==> src/hdl/hkm_pkg.sv <==
// ----------------------------------------------------------------------------
// hkm_pkg: shared types and constants
// Event codes, report kinds, control structs and saturation helpers for the
// keyboard/mouse report builder.
// ----------------------------------------------------------------------------
package hkm_pkg;

  localparam logic [9:0]  BTN_CODE_LO  = 10'h110;
  localparam logic [9:0]  BTN_CODE_HI  = 10'h114;
  localparam logic [7:0]  MOD_USAGE_LO = 8'hE0;
  localparam logic [7:0]  MOD_USAGE_HI = 8'hE7;
  localparam logic [14:0] COORD_MAX    = 15'd32767;
  localparam int          WHEEL_LIM    = 127;
  localparam int          REPORT_SLOTS = 6;

  typedef enum logic [1:0] {
    ACT_KEY      = 2'd0,
    ACT_MOTION   = 2'd1,
    ACT_POSITION = 2'd2,
    ACT_RESEND   = 2'd3
  } action_t;

  typedef enum logic [1:0] {
    KIND_NONE  = 2'd0,
    KIND_KBD   = 2'd1,
    KIND_MOUSE = 2'd2
  } kind_t;

  typedef enum logic {
    ST_IDLE,
    ST_EXEC
  } state_t;

  // one captured input beat
  typedef struct packed {
    action_t            action;
    logic [9:0]         key_code;
    logic [7:0]         usage;
    logic               pressed;
    logic signed [16:0] x_arg;
    logic signed [16:0] y_arg;
    logic signed [15:0] wheel_arg;
    logic               sink_ready;
  } item_t;

  // key slot row control
  typedef struct packed {
    logic       ins;
    logic       rem;
    logic [7:0] usage;
  } key_op_t;

  // pointer unit control
  typedef struct packed {
    logic               btn_we;
    logic               btn_set;
    logic [2:0]         btn_idx;
    logic               motion;
    logic               position;
    logic signed [16:0] x_arg;
    logic signed [16:0] y_arg;
    logic signed [15:0] wheel_arg;
  } ptr_op_t;

  function automatic logic [14:0] clamp_coord(input logic signed [18:0] v);
    logic [14:0] r;
    if (v < 19'sd0) begin
      r = 15'd0;
    end else if (v > $signed({4'b0000, COORD_MAX})) begin
      r = COORD_MAX;
    end else begin
      r = v[14:0];
    end
    return r;
  endfunction

  // clamp to +/-127, then negate
  function automatic logic [7:0] wheel_from(input logic signed [15:0] z);
    logic signed [15:0] c;
    if (z < -16'(WHEEL_LIM)) begin
      c = -16'(WHEEL_LIM);
    end else if (z > 16'(WHEEL_LIM)) begin
      c = 16'(WHEEL_LIM);
    end else begin
      c = z;
    end
    return 8'(-c);
  endfunction

endpackage

==> src/hdl/hkm_in_if.sv <==
// ----------------------------------------------------------------------------
// hkm_in_if: event input channel
// Valid/ready channel carrying one input event per beat.
// ----------------------------------------------------------------------------
interface hkm_in_if;
  logic               valid;
  logic               ready;
  logic [1:0]         action;
  logic [9:0]         key_code;
  logic [7:0]         usage;
  logic               pressed;
  logic signed [16:0] x_arg;
  logic signed [16:0] y_arg;
  logic signed [15:0] wheel_arg;
  logic               sink_ready;

  modport source (output valid, action, key_code, usage, pressed, x_arg, y_arg,
                  wheel_arg, sink_ready, input ready);
  modport sink (input valid, action, key_code, usage, pressed, x_arg, y_arg,
                wheel_arg, sink_ready, output ready);
endinterface

==> src/hdl/hkm_out_if.sv <==
// ----------------------------------------------------------------------------
// hkm_out_if: result channel
// Valid/ready channel carrying the report state after each event.
// ----------------------------------------------------------------------------
interface hkm_out_if;
  logic              valid;
  logic              ready;
  logic [1:0]        report_kind;
  logic [7:0]        modifiers;
  logic [47:0]       key_slots;
  logic [4:0]        buttons;
  logic [14:0]       x_pos;
  logic [14:0]       y_pos;
  logic signed [7:0] wheel;
  logic              keyboard_pending;
  logic              mouse_pending;

  modport source (output valid, report_kind, modifiers, key_slots, buttons, x_pos,
                  y_pos, wheel, keyboard_pending, mouse_pending, input ready);
  modport sink (input valid, report_kind, modifiers, key_slots, buttons, x_pos,
                y_pos, wheel, keyboard_pending, mouse_pending, output ready);
endinterface

==> src/hdl/hkm_cfg_if.sv <==
// ----------------------------------------------------------------------------
// hkm_cfg_if: configuration write channel
// Valid/ready channel carrying the enable register's write data.
// ----------------------------------------------------------------------------
interface hkm_cfg_if;
  logic valid;
  logic ready;
  logic enabled;

  modport source (output valid, enabled, input ready);
  modport sink (input valid, enabled, output ready);
endinterface

==> src/hdl/hkm_key_cell.sv <==
// ----------------------------------------------------------------------------
// hkm_key_cell: one key slot
// Holds one usage byte; insert and release decisions ripple along the row.
// ----------------------------------------------------------------------------
module hkm_key_cell
  import hkm_pkg::*;
(
  input  logic       clk,
  input  logic       rst_n,
  input  key_op_t    op,
  input  logic       done_in,   // insert already resolved to the left
  input  logic       found_in,  // released key found to the left
  input  logic       stop_in,   // empty slot seen to the left
  input  logic [7:0] next_val,  // right neighbor's byte
  output logic       done_out,
  output logic       found_out,
  output logic       stop_out,
  output logic [7:0] val
);

  logic [7:0] slot_r, slot_nxt;
  logic       match, empty, hit;

  assign match = (slot_r == op.usage);
  assign empty = (slot_r == 8'd0);
  assign hit   = !stop_in && !found_in && match;

  assign done_out  = done_in || match || empty;
  assign found_out = found_in || hit;
  assign stop_out  = stop_in || empty;
  assign val       = slot_r;

  always_comb begin
    slot_nxt = slot_r;
    if (op.ins && !done_in && !match && empty) begin
      slot_nxt = op.usage;
    end else if (op.rem && (found_in || hit)) begin
      slot_nxt = next_val;
    end
  end

  always_ff @(posedge clk) begin
    if (!rst_n) begin
      slot_r <= 8'd0;
    end else begin
      slot_r <= slot_nxt;
    end
  end

endmodule

==> src/hdl/hkm_key_row.sv <==
// ----------------------------------------------------------------------------
// hkm_key_row: row of key slot cells
// Chains the slot cells and packs the first six slots for the report.
// ----------------------------------------------------------------------------
module hkm_key_row
  import hkm_pkg::*;
#(
  parameter int KEY_SLOTS = 6
)
(
  input  logic        clk,
  input  logic        rst_n,
  input  key_op_t     op,
  output logic [47:0] key_slots
);

  logic       done  [0:KEY_SLOTS];
  logic       found [0:KEY_SLOTS];
  logic       stop  [0:KEY_SLOTS];
  logic [7:0] val   [0:KEY_SLOTS];

  assign done[0]        = 1'b0;
  assign found[0]       = 1'b0;
  assign stop[0]        = 1'b0;
  assign val[KEY_SLOTS] = 8'd0;  // last slot refills with zero on a shift

  for (genvar i = 0; i < KEY_SLOTS; i++) begin : g_cell
    hkm_key_cell u_cell (
      .clk      (clk),
      .rst_n    (rst_n),
      .op       (op),
      .done_in  (done[i]),
      .found_in (found[i]),
      .stop_in  (stop[i]),
      .next_val (val[i+1]),
      .done_out (done[i+1]),
      .found_out(found[i+1]),
      .stop_out (stop[i+1]),
      .val      (val[i])
    );
  end

  for (genvar s = 0; s < REPORT_SLOTS; s++) begin : g_pack
    if (s < KEY_SLOTS) begin : g_used
      assign key_slots[8*s +: 8] = val[s];
    end else begin : g_zero
      assign key_slots[8*s +: 8] = 8'd0;
    end
  end

endmodule

==> src/hdl/hkm_pointer.sv <==
// ----------------------------------------------------------------------------
// hkm_pointer: mouse report state
// Buttons, saturating X/Y and the wheel byte of the absolute mouse report.
// ----------------------------------------------------------------------------
module hkm_pointer
  import hkm_pkg::*;
(
  input  logic              clk,
  input  logic              rst_n,
  input  ptr_op_t           op,
  output logic [4:0]        buttons,
  output logic [14:0]       x_pos,
  output logic [14:0]       y_pos,
  output logic signed [7:0] wheel
);

  logic [4:0]  btn_r, btn_nxt;
  logic [14:0] x_r, x_nxt;
  logic [14:0] y_r, y_nxt;
  logic [7:0]  wheel_r, wheel_nxt;
  logic [4:0]  btn_bit;
  logic signed [18:0] x_sum, y_sum;

  assign btn_bit = 5'(5'd1 << op.btn_idx);
  assign x_sum   = $signed({4'b0000, x_r}) + 19'(op.x_arg);
  assign y_sum   = $signed({4'b0000, y_r}) + 19'(op.y_arg);

  always_comb begin
    btn_nxt   = btn_r;
    x_nxt     = x_r;
    y_nxt     = y_r;
    wheel_nxt = wheel_r;
    if (op.btn_we) begin
      btn_nxt = op.btn_set ? (btn_r | btn_bit) : (btn_r & ~btn_bit);
    end
    if (op.motion) begin
      x_nxt     = clamp_coord(x_sum);
      y_nxt     = clamp_coord(y_sum);
      wheel_nxt = wheel_from(op.wheel_arg);
    end else if (op.position) begin
      x_nxt     = clamp_coord(19'(op.x_arg));
      y_nxt     = clamp_coord(19'(op.y_arg));
      wheel_nxt = wheel_from(op.wheel_arg);
    end
  end

  always_ff @(posedge clk) begin
    if (!rst_n) begin
      btn_r   <= 5'd0;
      x_r     <= 15'd0;
      y_r     <= 15'd0;
      wheel_r <= 8'd0;
    end else begin
      btn_r   <= btn_nxt;
      x_r     <= x_nxt;
      y_r     <= y_nxt;
      wheel_r <= wheel_nxt;
    end
  end

  assign buttons = btn_r;
  assign x_pos   = x_r;
  assign y_pos   = y_r;
  assign wheel   = $signed(wheel_r);

endmodule

==> src/hdl/hid_keyboard_mouse_report_builder.sv <==
// ----------------------------------------------------------------------------
// hid_keyboard_mouse_report_builder: keyboard and absolute mouse reports
// Applies key, button, motion, position and resend events to a 6KRO boot
// keyboard report and an absolute mouse report.
// ----------------------------------------------------------------------------
// Usage:
//   in_ch  : one event per beat (key, relative motion, absolute position or
//            resend). in_ch.ready is high only while the block is idle.
//   out_ch : one beat per event: report_kind (0 none, 1 keyboard, 2 mouse)
//            plus the full report state after the event.
//   cfg_ch : writes the enable bit; always ready. Write only while idle.
// Timing:
//   An event is latched at acceptance and applied in EXEC once the output
//   slot is free, when the state registers and the key slot row update and
//   the result beat becomes valid. The capture register holds one event, so
//   a new event is taken only after the last one is applied, back in IDLE.
// Stall:
//   While a result beat is waiting, the next event is still accepted and
//   captured; it is applied only once the waiting beat is taken.
// Reset:
//   rst_n (synchronous, active low) clears all slots, bits, coordinates,
//   pending flags and the enable bit; no result is valid.
// ----------------------------------------------------------------------------
module hid_keyboard_mouse_report_builder
  import hkm_pkg::*;
#(
  parameter int KEY_SLOTS = 6
)
(
  input  logic      clk,
  input  logic      rst_n,
  hkm_in_if.sink    in_ch,
  hkm_out_if.source out_ch,
  hkm_cfg_if.sink   cfg_ch
);

  state_t  state_r, state_nxt;
  item_t   item_r;
  logic    enabled_r;
  logic    out_valid_r, out_valid_nxt;
  kind_t   kind_r, kind_nxt;
  logic    kbd_pend_r, kbd_pend_nxt;
  logic    mouse_pend_r, mouse_pend_nxt;
  logic [7:0] mod_r, mod_nxt;

  logic    in_take, commit;
  logic    is_key, is_btn, is_kbd, is_mod, is_slot, is_ptr, is_resend;
  logic    deliver, kbd_offer, mouse_offer;
  logic [7:0] mod_bit;
  key_op_t key_op;
  ptr_op_t ptr_op;

  // --- control FSM: capture in IDLE, apply in EXEC ---
  always_comb begin
    state_nxt = state_r;
    unique case (state_r)
      ST_IDLE: begin
        if (in_ch.valid) begin
          state_nxt = ST_EXEC;
        end
      end
      ST_EXEC: begin
        if (commit) begin
          state_nxt = ST_IDLE;
        end
      end
      default: state_nxt = ST_IDLE;
    endcase
  end

  always_comb begin
    in_take = 1'b0;
    commit  = 1'b0;
    unique case (state_r)
      ST_IDLE: in_take = 1'b1;
      ST_EXEC: commit  = !out_valid_r || out_ch.ready;  // output slot free
      default: ;
    endcase
  end

  assign in_ch.ready  = in_take;
  assign cfg_ch.ready = 1'b1;

  // --- event decode ---
  assign is_key    = (item_r.action == ACT_KEY);
  assign is_btn    = is_key && (item_r.key_code >= BTN_CODE_LO)
                     && (item_r.key_code <= BTN_CODE_HI);
  assign is_kbd    = is_key && !is_btn && (item_r.usage != 8'd0);
  assign is_mod    = is_kbd && (item_r.usage >= MOD_USAGE_LO)
                     && (item_r.usage <= MOD_USAGE_HI);
  assign is_slot   = is_kbd && !is_mod;
  assign is_ptr    = (item_r.action == ACT_MOTION) || (item_r.action == ACT_POSITION);
  assign is_resend = (item_r.action == ACT_RESEND);

  // report offer and delivery; resend prefers the keyboard report
  assign deliver     = enabled_r && item_r.sink_ready;
  assign kbd_offer   = is_kbd || (is_resend && kbd_pend_r);
  assign mouse_offer = is_btn || is_ptr || (is_resend && !kbd_pend_r && mouse_pend_r);

  assign mod_bit = 8'(8'd1 << item_r.usage[2:0]);

  always_comb begin
    kbd_pend_nxt   = kbd_pend_r;
    mouse_pend_nxt = mouse_pend_r;
    mod_nxt        = mod_r;
    kind_nxt       = kind_r;
    out_valid_nxt  = out_valid_r && !out_ch.ready;
    if (commit) begin
      out_valid_nxt = 1'b1;
      kind_nxt      = KIND_NONE;
      if (kbd_offer) begin
        kbd_pend_nxt = !deliver;
        if (deliver) begin
          kind_nxt = KIND_KBD;
        end
      end else if (mouse_offer) begin
        mouse_pend_nxt = !deliver;
        if (deliver) begin
          kind_nxt = KIND_MOUSE;
        end
      end
      if (is_mod) begin
        mod_nxt = item_r.pressed ? (mod_r | mod_bit) : (mod_r & ~mod_bit);
      end
    end
  end

  // --- unit controls, qualified by commit ---
  always_comb begin
    key_op.ins   = commit && is_slot && item_r.pressed;
    key_op.rem   = commit && is_slot && !item_r.pressed;
    key_op.usage = item_r.usage;

    ptr_op.btn_we    = commit && is_btn;
    ptr_op.btn_set   = item_r.pressed;
    ptr_op.btn_idx   = item_r.key_code[2:0];
    ptr_op.motion    = commit && (item_r.action == ACT_MOTION);
    ptr_op.position  = commit && (item_r.action == ACT_POSITION);
    ptr_op.x_arg     = item_r.x_arg;
    ptr_op.y_arg     = item_r.y_arg;
    ptr_op.wheel_arg = item_r.wheel_arg;
  end

  // --- registers ---
  always_ff @(posedge clk) begin
    if (!rst_n) begin
      state_r      <= ST_IDLE;
      enabled_r    <= 1'b0;
      out_valid_r  <= 1'b0;
      kind_r       <= KIND_NONE;
      kbd_pend_r   <= 1'b0;
      mouse_pend_r <= 1'b0;
      mod_r        <= 8'd0;
    end else begin
      state_r      <= state_nxt;
      out_valid_r  <= out_valid_nxt;
      kind_r       <= kind_nxt;
      kbd_pend_r   <= kbd_pend_nxt;
      mouse_pend_r <= mouse_pend_nxt;
      mod_r        <= mod_nxt;
      if (cfg_ch.valid) begin
        enabled_r <= cfg_ch.enabled;
      end
    end
  end

  // captured event payload
  always_ff @(posedge clk) begin
    if (in_take && in_ch.valid) begin
      item_r.action     <= action_t'(in_ch.action);
      item_r.key_code   <= in_ch.key_code;
      item_r.usage      <= in_ch.usage;
      item_r.pressed    <= in_ch.pressed;
      item_r.x_arg      <= in_ch.x_arg;
      item_r.y_arg      <= in_ch.y_arg;
      item_r.wheel_arg  <= in_ch.wheel_arg;
      item_r.sink_ready <= in_ch.sink_ready;
    end
  end

  // --- units ---
  hkm_key_row #(
    .KEY_SLOTS(KEY_SLOTS)
  ) u_key_row (
    .clk      (clk),
    .rst_n    (rst_n),
    .op       (key_op),
    .key_slots(out_ch.key_slots)
  );

  hkm_pointer u_pointer (
    .clk    (clk),
    .rst_n  (rst_n),
    .op     (ptr_op),
    .buttons(out_ch.buttons),
    .x_pos  (out_ch.x_pos),
    .y_pos  (out_ch.y_pos),
    .wheel  (out_ch.wheel)
  );

  // state only moves on commit, so it stays put while a beat waits
  assign out_ch.valid            = out_valid_r;
  assign out_ch.report_kind      = kind_r;
  assign out_ch.modifiers        = mod_r;
  assign out_ch.keyboard_pending = kbd_pend_r;
  assign out_ch.mouse_pending    = mouse_pend_r;

endmodule
==> src/flat_wrapper.sv <==
// flat-port wrapper written by rule: the top's interface ports become plain ports
module hid_keyboard_mouse_report_builder_flat import hkm_pkg::*;
#(
  parameter int KEY_SLOTS = 6
)
  (clk, rst_n, in_ch_valid, in_ch_action, in_ch_key_code, in_ch_usage, in_ch_pressed, in_ch_x_arg, in_ch_y_arg, in_ch_wheel_arg, in_ch_sink_ready, in_ch_ready, out_ch_valid, out_ch_report_kind, out_ch_modifiers, out_ch_key_slots, out_ch_buttons, out_ch_x_pos, out_ch_y_pos, out_ch_wheel, out_ch_keyboard_pending, out_ch_mouse_pending, out_ch_ready, cfg_ch_valid, cfg_ch_enabled, cfg_ch_ready);
  hkm_in_if in_ch_i ();
  hkm_out_if out_ch_i ();
  hkm_cfg_if cfg_ch_i ();
  input  logic clk;
  input  logic rst_n;
  input wire logic [$bits(in_ch_i.valid)-1:0] in_ch_valid;
  input wire logic [$bits(in_ch_i.action)-1:0] in_ch_action;
  input wire logic [$bits(in_ch_i.key_code)-1:0] in_ch_key_code;
  input wire logic [$bits(in_ch_i.usage)-1:0] in_ch_usage;
  input wire logic [$bits(in_ch_i.pressed)-1:0] in_ch_pressed;
  input wire logic [$bits(in_ch_i.x_arg)-1:0] in_ch_x_arg;
  input wire logic [$bits(in_ch_i.y_arg)-1:0] in_ch_y_arg;
  input wire logic [$bits(in_ch_i.wheel_arg)-1:0] in_ch_wheel_arg;
  input wire logic [$bits(in_ch_i.sink_ready)-1:0] in_ch_sink_ready;
  output wire logic [$bits(in_ch_i.ready)-1:0] in_ch_ready;
  output wire logic [$bits(out_ch_i.valid)-1:0] out_ch_valid;
  output wire logic [$bits(out_ch_i.report_kind)-1:0] out_ch_report_kind;
  output wire logic [$bits(out_ch_i.modifiers)-1:0] out_ch_modifiers;
  output wire logic [$bits(out_ch_i.key_slots)-1:0] out_ch_key_slots;
  output wire logic [$bits(out_ch_i.buttons)-1:0] out_ch_buttons;
  output wire logic [$bits(out_ch_i.x_pos)-1:0] out_ch_x_pos;
  output wire logic [$bits(out_ch_i.y_pos)-1:0] out_ch_y_pos;
  output wire logic [$bits(out_ch_i.wheel)-1:0] out_ch_wheel;
  output wire logic [$bits(out_ch_i.keyboard_pending)-1:0] out_ch_keyboard_pending;
  output wire logic [$bits(out_ch_i.mouse_pending)-1:0] out_ch_mouse_pending;
  input wire logic [$bits(out_ch_i.ready)-1:0] out_ch_ready;
  input wire logic [$bits(cfg_ch_i.valid)-1:0] cfg_ch_valid;
  input wire logic [$bits(cfg_ch_i.enabled)-1:0] cfg_ch_enabled;
  output wire logic [$bits(cfg_ch_i.ready)-1:0] cfg_ch_ready;
  assign in_ch_i.valid = in_ch_valid;
  assign in_ch_i.action = in_ch_action;
  assign in_ch_i.key_code = in_ch_key_code;
  assign in_ch_i.usage = in_ch_usage;
  assign in_ch_i.pressed = in_ch_pressed;
  assign in_ch_i.x_arg = in_ch_x_arg;
  assign in_ch_i.y_arg = in_ch_y_arg;
  assign in_ch_i.wheel_arg = in_ch_wheel_arg;
  assign in_ch_i.sink_ready = in_ch_sink_ready;
  assign in_ch_ready = in_ch_i.ready;
  assign out_ch_valid = out_ch_i.valid;
  assign out_ch_report_kind = out_ch_i.report_kind;
  assign out_ch_modifiers = out_ch_i.modifiers;
  assign out_ch_key_slots = out_ch_i.key_slots;
  assign out_ch_buttons = out_ch_i.buttons;
  assign out_ch_x_pos = out_ch_i.x_pos;
  assign out_ch_y_pos = out_ch_i.y_pos;
  assign out_ch_wheel = out_ch_i.wheel;
  assign out_ch_keyboard_pending = out_ch_i.keyboard_pending;
  assign out_ch_mouse_pending = out_ch_i.mouse_pending;
  assign out_ch_i.ready = out_ch_ready;
  assign cfg_ch_i.valid = cfg_ch_valid;
  assign cfg_ch_i.enabled = cfg_ch_enabled;
  assign cfg_ch_ready = cfg_ch_i.ready;
  hid_keyboard_mouse_report_builder #(.KEY_SLOTS(KEY_SLOTS)) u_core (.clk(clk), .rst_n(rst_n), .in_ch(in_ch_i), .out_ch(out_ch_i), .cfg_ch(cfg_ch_i));
endmodule
==> config.mk <==
export PLATFORM = sky130hd
export DESIGN_NAME = hid_keyboard_mouse_report_builder_flat
export DESIGN_NICKNAME = d
export VERILOG_FILES = /design/src/hdl/hkm_pkg.sv /design/src/hdl/hkm_in_if.sv /design/src/hdl/hkm_out_if.sv /design/src/hdl/hkm_cfg_if.sv /design/src/hdl/hkm_key_cell.sv /design/src/hdl/hkm_key_row.sv /design/src/hdl/hkm_pointer.sv /design/src/hdl/hid_keyboard_mouse_report_builder.sv /design/src/flat_wrapper.sv
export SDC_FILE = /design/constraint.sdc
export NUM_CORES = 1
export LEC_CHECK = 0
export BUFFER_PORTS_ARGS = -buffer_cell sky130_fd_sc_hd__buf_2
export CORE_MARGIN = 8
export CORE_UTILIZATION = 45
export DETAILED_ROUTE_END_ITERATION = 8
export MAX_ROUTING_LAYER = met4
export PLACE_DENSITY = 0.67
export SYNTH_ARGS = -nofsm -noshare
export SYNTH_HDL_FRONTEND = slang
export SYNTH_HIERARCHICAL = 1
export SYNTH_SLANG_ARGS = --single-unit
==> constraint.sdc <==
create_clock -name clk -period 6.27 [get_ports clk]
set_input_delay 0.627 -clock clk [delete_from_list [all_inputs] [get_ports clk]]
set_output_delay 0.627 -clock clk [all_outputs]
set_load 0.05 [all_outputs]
==> metrics <==
status=finished clean; final setup violating endpoints=0; Post-CTS Setup Bufs=0; global-route wire length before repair=44500 um; P_leak=4.87 nW; drt drc=0; WP data required=6560 ps; Avg WL per Cell=18.8 um; WHS Endpoint=u_core/item_r[37]; slack of the critical path=2590 ps; Worst Clk Skew=11.7 ps; max_cap viols=0; combinational share of power=15.5%; RePlAce Congestion=0.915; Net Sw Power=0.810 mW; WP data arrival=3970 ps; vias in the first global route=8601; crit path capture type=register; Peak supply drop=0.120 mV; Net count, final=1339; minimum clock period=3680 ps; RSZ-0062 raised after global routing=false; via/cell ratio=5.80; CP Launch Type=register; CTS sink count=178; layout cells sized above 1=20.7%; Synth Instances=1037; die area=0.0271 mm2; DRT Pass-1 Iters=7; RR Startpoint=u_core/item_r[54]; final instance area=0.0118 mm2; Pint=2.05 mW; io pins=184; dpl hpwl=20200 um; FF-to-FF End=u_core/u_key_row/g_cell[3].u_cell/val[6]; DR vias=8800; GRT Total Usage=21.1%; pre-CTS setup slack=2710 ps; total core area=0.0218 mm2; post-CTS sizing=0; Die Ht=165 um; antenna-violating nets left=0; type of the worst min-delay path=in2reg; Clk Latency, worst-skew pair=440 ps; Die W=165 um; Net Sw Frac=28.3%; PwrDens=242 mW/mm2; H-tree lvl count=4; DR iter-0 viols=683; Layout area overhead=18.7%; Sequential Power Share=45.4%; Crit Path Max Fanout=17; largest net degree at the start of global routing=69; Slew Limit Fails=0; placement row count=54; CTS tree=done; worst-margin pin slew=1080 ps; final hold violations=0; Fmax=272 MHz; total power=2.86 mW; average size of a mapped cell=9.60 um2; Starting Density=45.8%; Hold Path Stages=1; TritonCTS Buffers=17; R2R depth=8; setup_tns=0 ps; clock tree buffer depth=2; clock share of power=39.1%; Worst slew margin=28.0%; area post-placement=0.0112 mm2; crit share post-route=58.7%; Util after Layout=54.3%; Hold Path Origin=in_ch_x_arg[3]; DRT Wirelength=28500 um; synthesized area=0.00996 mm2; PortBufs=182; antenna violations before repair=1; crit path kind=reg2reg; clock-pin slew on the worst setup and hold paths=70 ps; grt total ovfl=0; synth warn=6; Worst R2R Setup Slack=2590 ps; post-cts hold buffer count=0; Root Buffer Master=clkbuf_16
[worst max-delay path by stage]
stage	from	endpoint	slack (ps)
6_report	u_core/item_r[54]	u_core/u_key_row/g_cell[3].u_cell/val[6]	2590
3_5_place_dp	out_ch_ready	u_core/u_key_row/g_cell[2].u_cell/val[3]	2710
3_3_place_gp	out_ch_ready	u_core/u_key_row/g_cell[1].u_cell/val[6]	2750
2_1_floorplan	in_ch_valid	u_core/item_r[0]	1980
5_1_grt	u_core/item_r[54]	u_core/u_key_row/g_cell[4].u_cell/val[2]	2310
4_1_cts	u_core/item_r[54]	u_core/u_key_row/g_cell[2].u_cell/val[3]	2730
[stage by stage]
stage	hold slack, ps	cells
floorplan	460	1050
global placement	447	1485
detailed placement	453	1485
CTS	344	1517
global route	335	1518
finish	359	1518
[layout make-up]
cell class | instances | area, um2
Fill cell | 2035 | 9930
Multi-Input combinational cell | 796 | 5440
Sequential cell | 178 | 4280
Timing Repair Buffer | 195 | 1010
Clock buffer | 18 | 429
Tap cell | 280 | 350
Clock inverter | 14 | 178
Inverter | 36 | 135
Antenna cell | 1 | 2.50
[worst max-delay path, cell delays in order (launching register included)]
cell	delay, ps
edfxtp_1	320
buf_4	270
nor2_1	120
a31oi_1	320
nand3_2	330
nor3b_1	960
inv_1	170
o41ai_2	820
o22ai_1	210
[sequential cells by signal, indices dropped and copies added (netlist names), named ones only]
signal,cells
u_core/out_ch.valid,1
u_core/u_key_row/g_cell.u_cell/val,48
u_core/item_r,72
u_core/out_ch.mouse_pending,1
u_core/u_pointer/y_pos,15
u_core/enabled_r,1
u_core/u_pointer/wheel,8
u_core/out_ch.report_kind,2
u_core/u_pointer/x_pos,15
u_core/out_ch.keyboard_pending,1
u_core/state_r,1
[power groups by stage]
stage | logic (mW) | clock network, mW | registers, mW
floorplan | 0.257 | 0 | 1.38
global placement | 0.432 | 0 | 1.32
detailed placement | 0.437 | 0 | 1.32
CTS | 0.439 | 1.14 | 1.30
global route | 0.483 | 1.19 | 1.31
finish | 0.443 | 1.12 | 1.30
[placed cells by master (no fill, tap or decap), drive strengths merged, types with 4 or more instances in the layout]
cell and instances:
a211oi 17, o21a 8, a311oi 4, mux2i 58, ha 35, and2 11
edfxtp 72, nor4 21, a31oi 16, clkinv 6, or2 7, o21ai 79
a21oi 44, nor2 58, o41ai 17, conb 15, and3 20, a311o 8
o211ai 4, buf 195, nand2b 8, nand2 113, dfxtp 106, o31ai 4
clkbuf 18, nand4 12, inv 41, xor2 12, o21bai 4, o22ai 51
xnor2 60, nor3 20, or4 7, nand3 17, nor2b 10, a21o 13
[per-layer routing]
layer | vias to the layer above | track usage, % | part of all wire [%]
met2 | 311 | 34.9 | 48
met4 | 0 | 6.06 | 1.5
met1 | 4209 | 26.1 | 44
li1 | 4246 | - | -
met5 | - | - | 0
met3 | 34 | 3.71 | 6.0
Note: power is estimated with default switching activity, not from simulation.
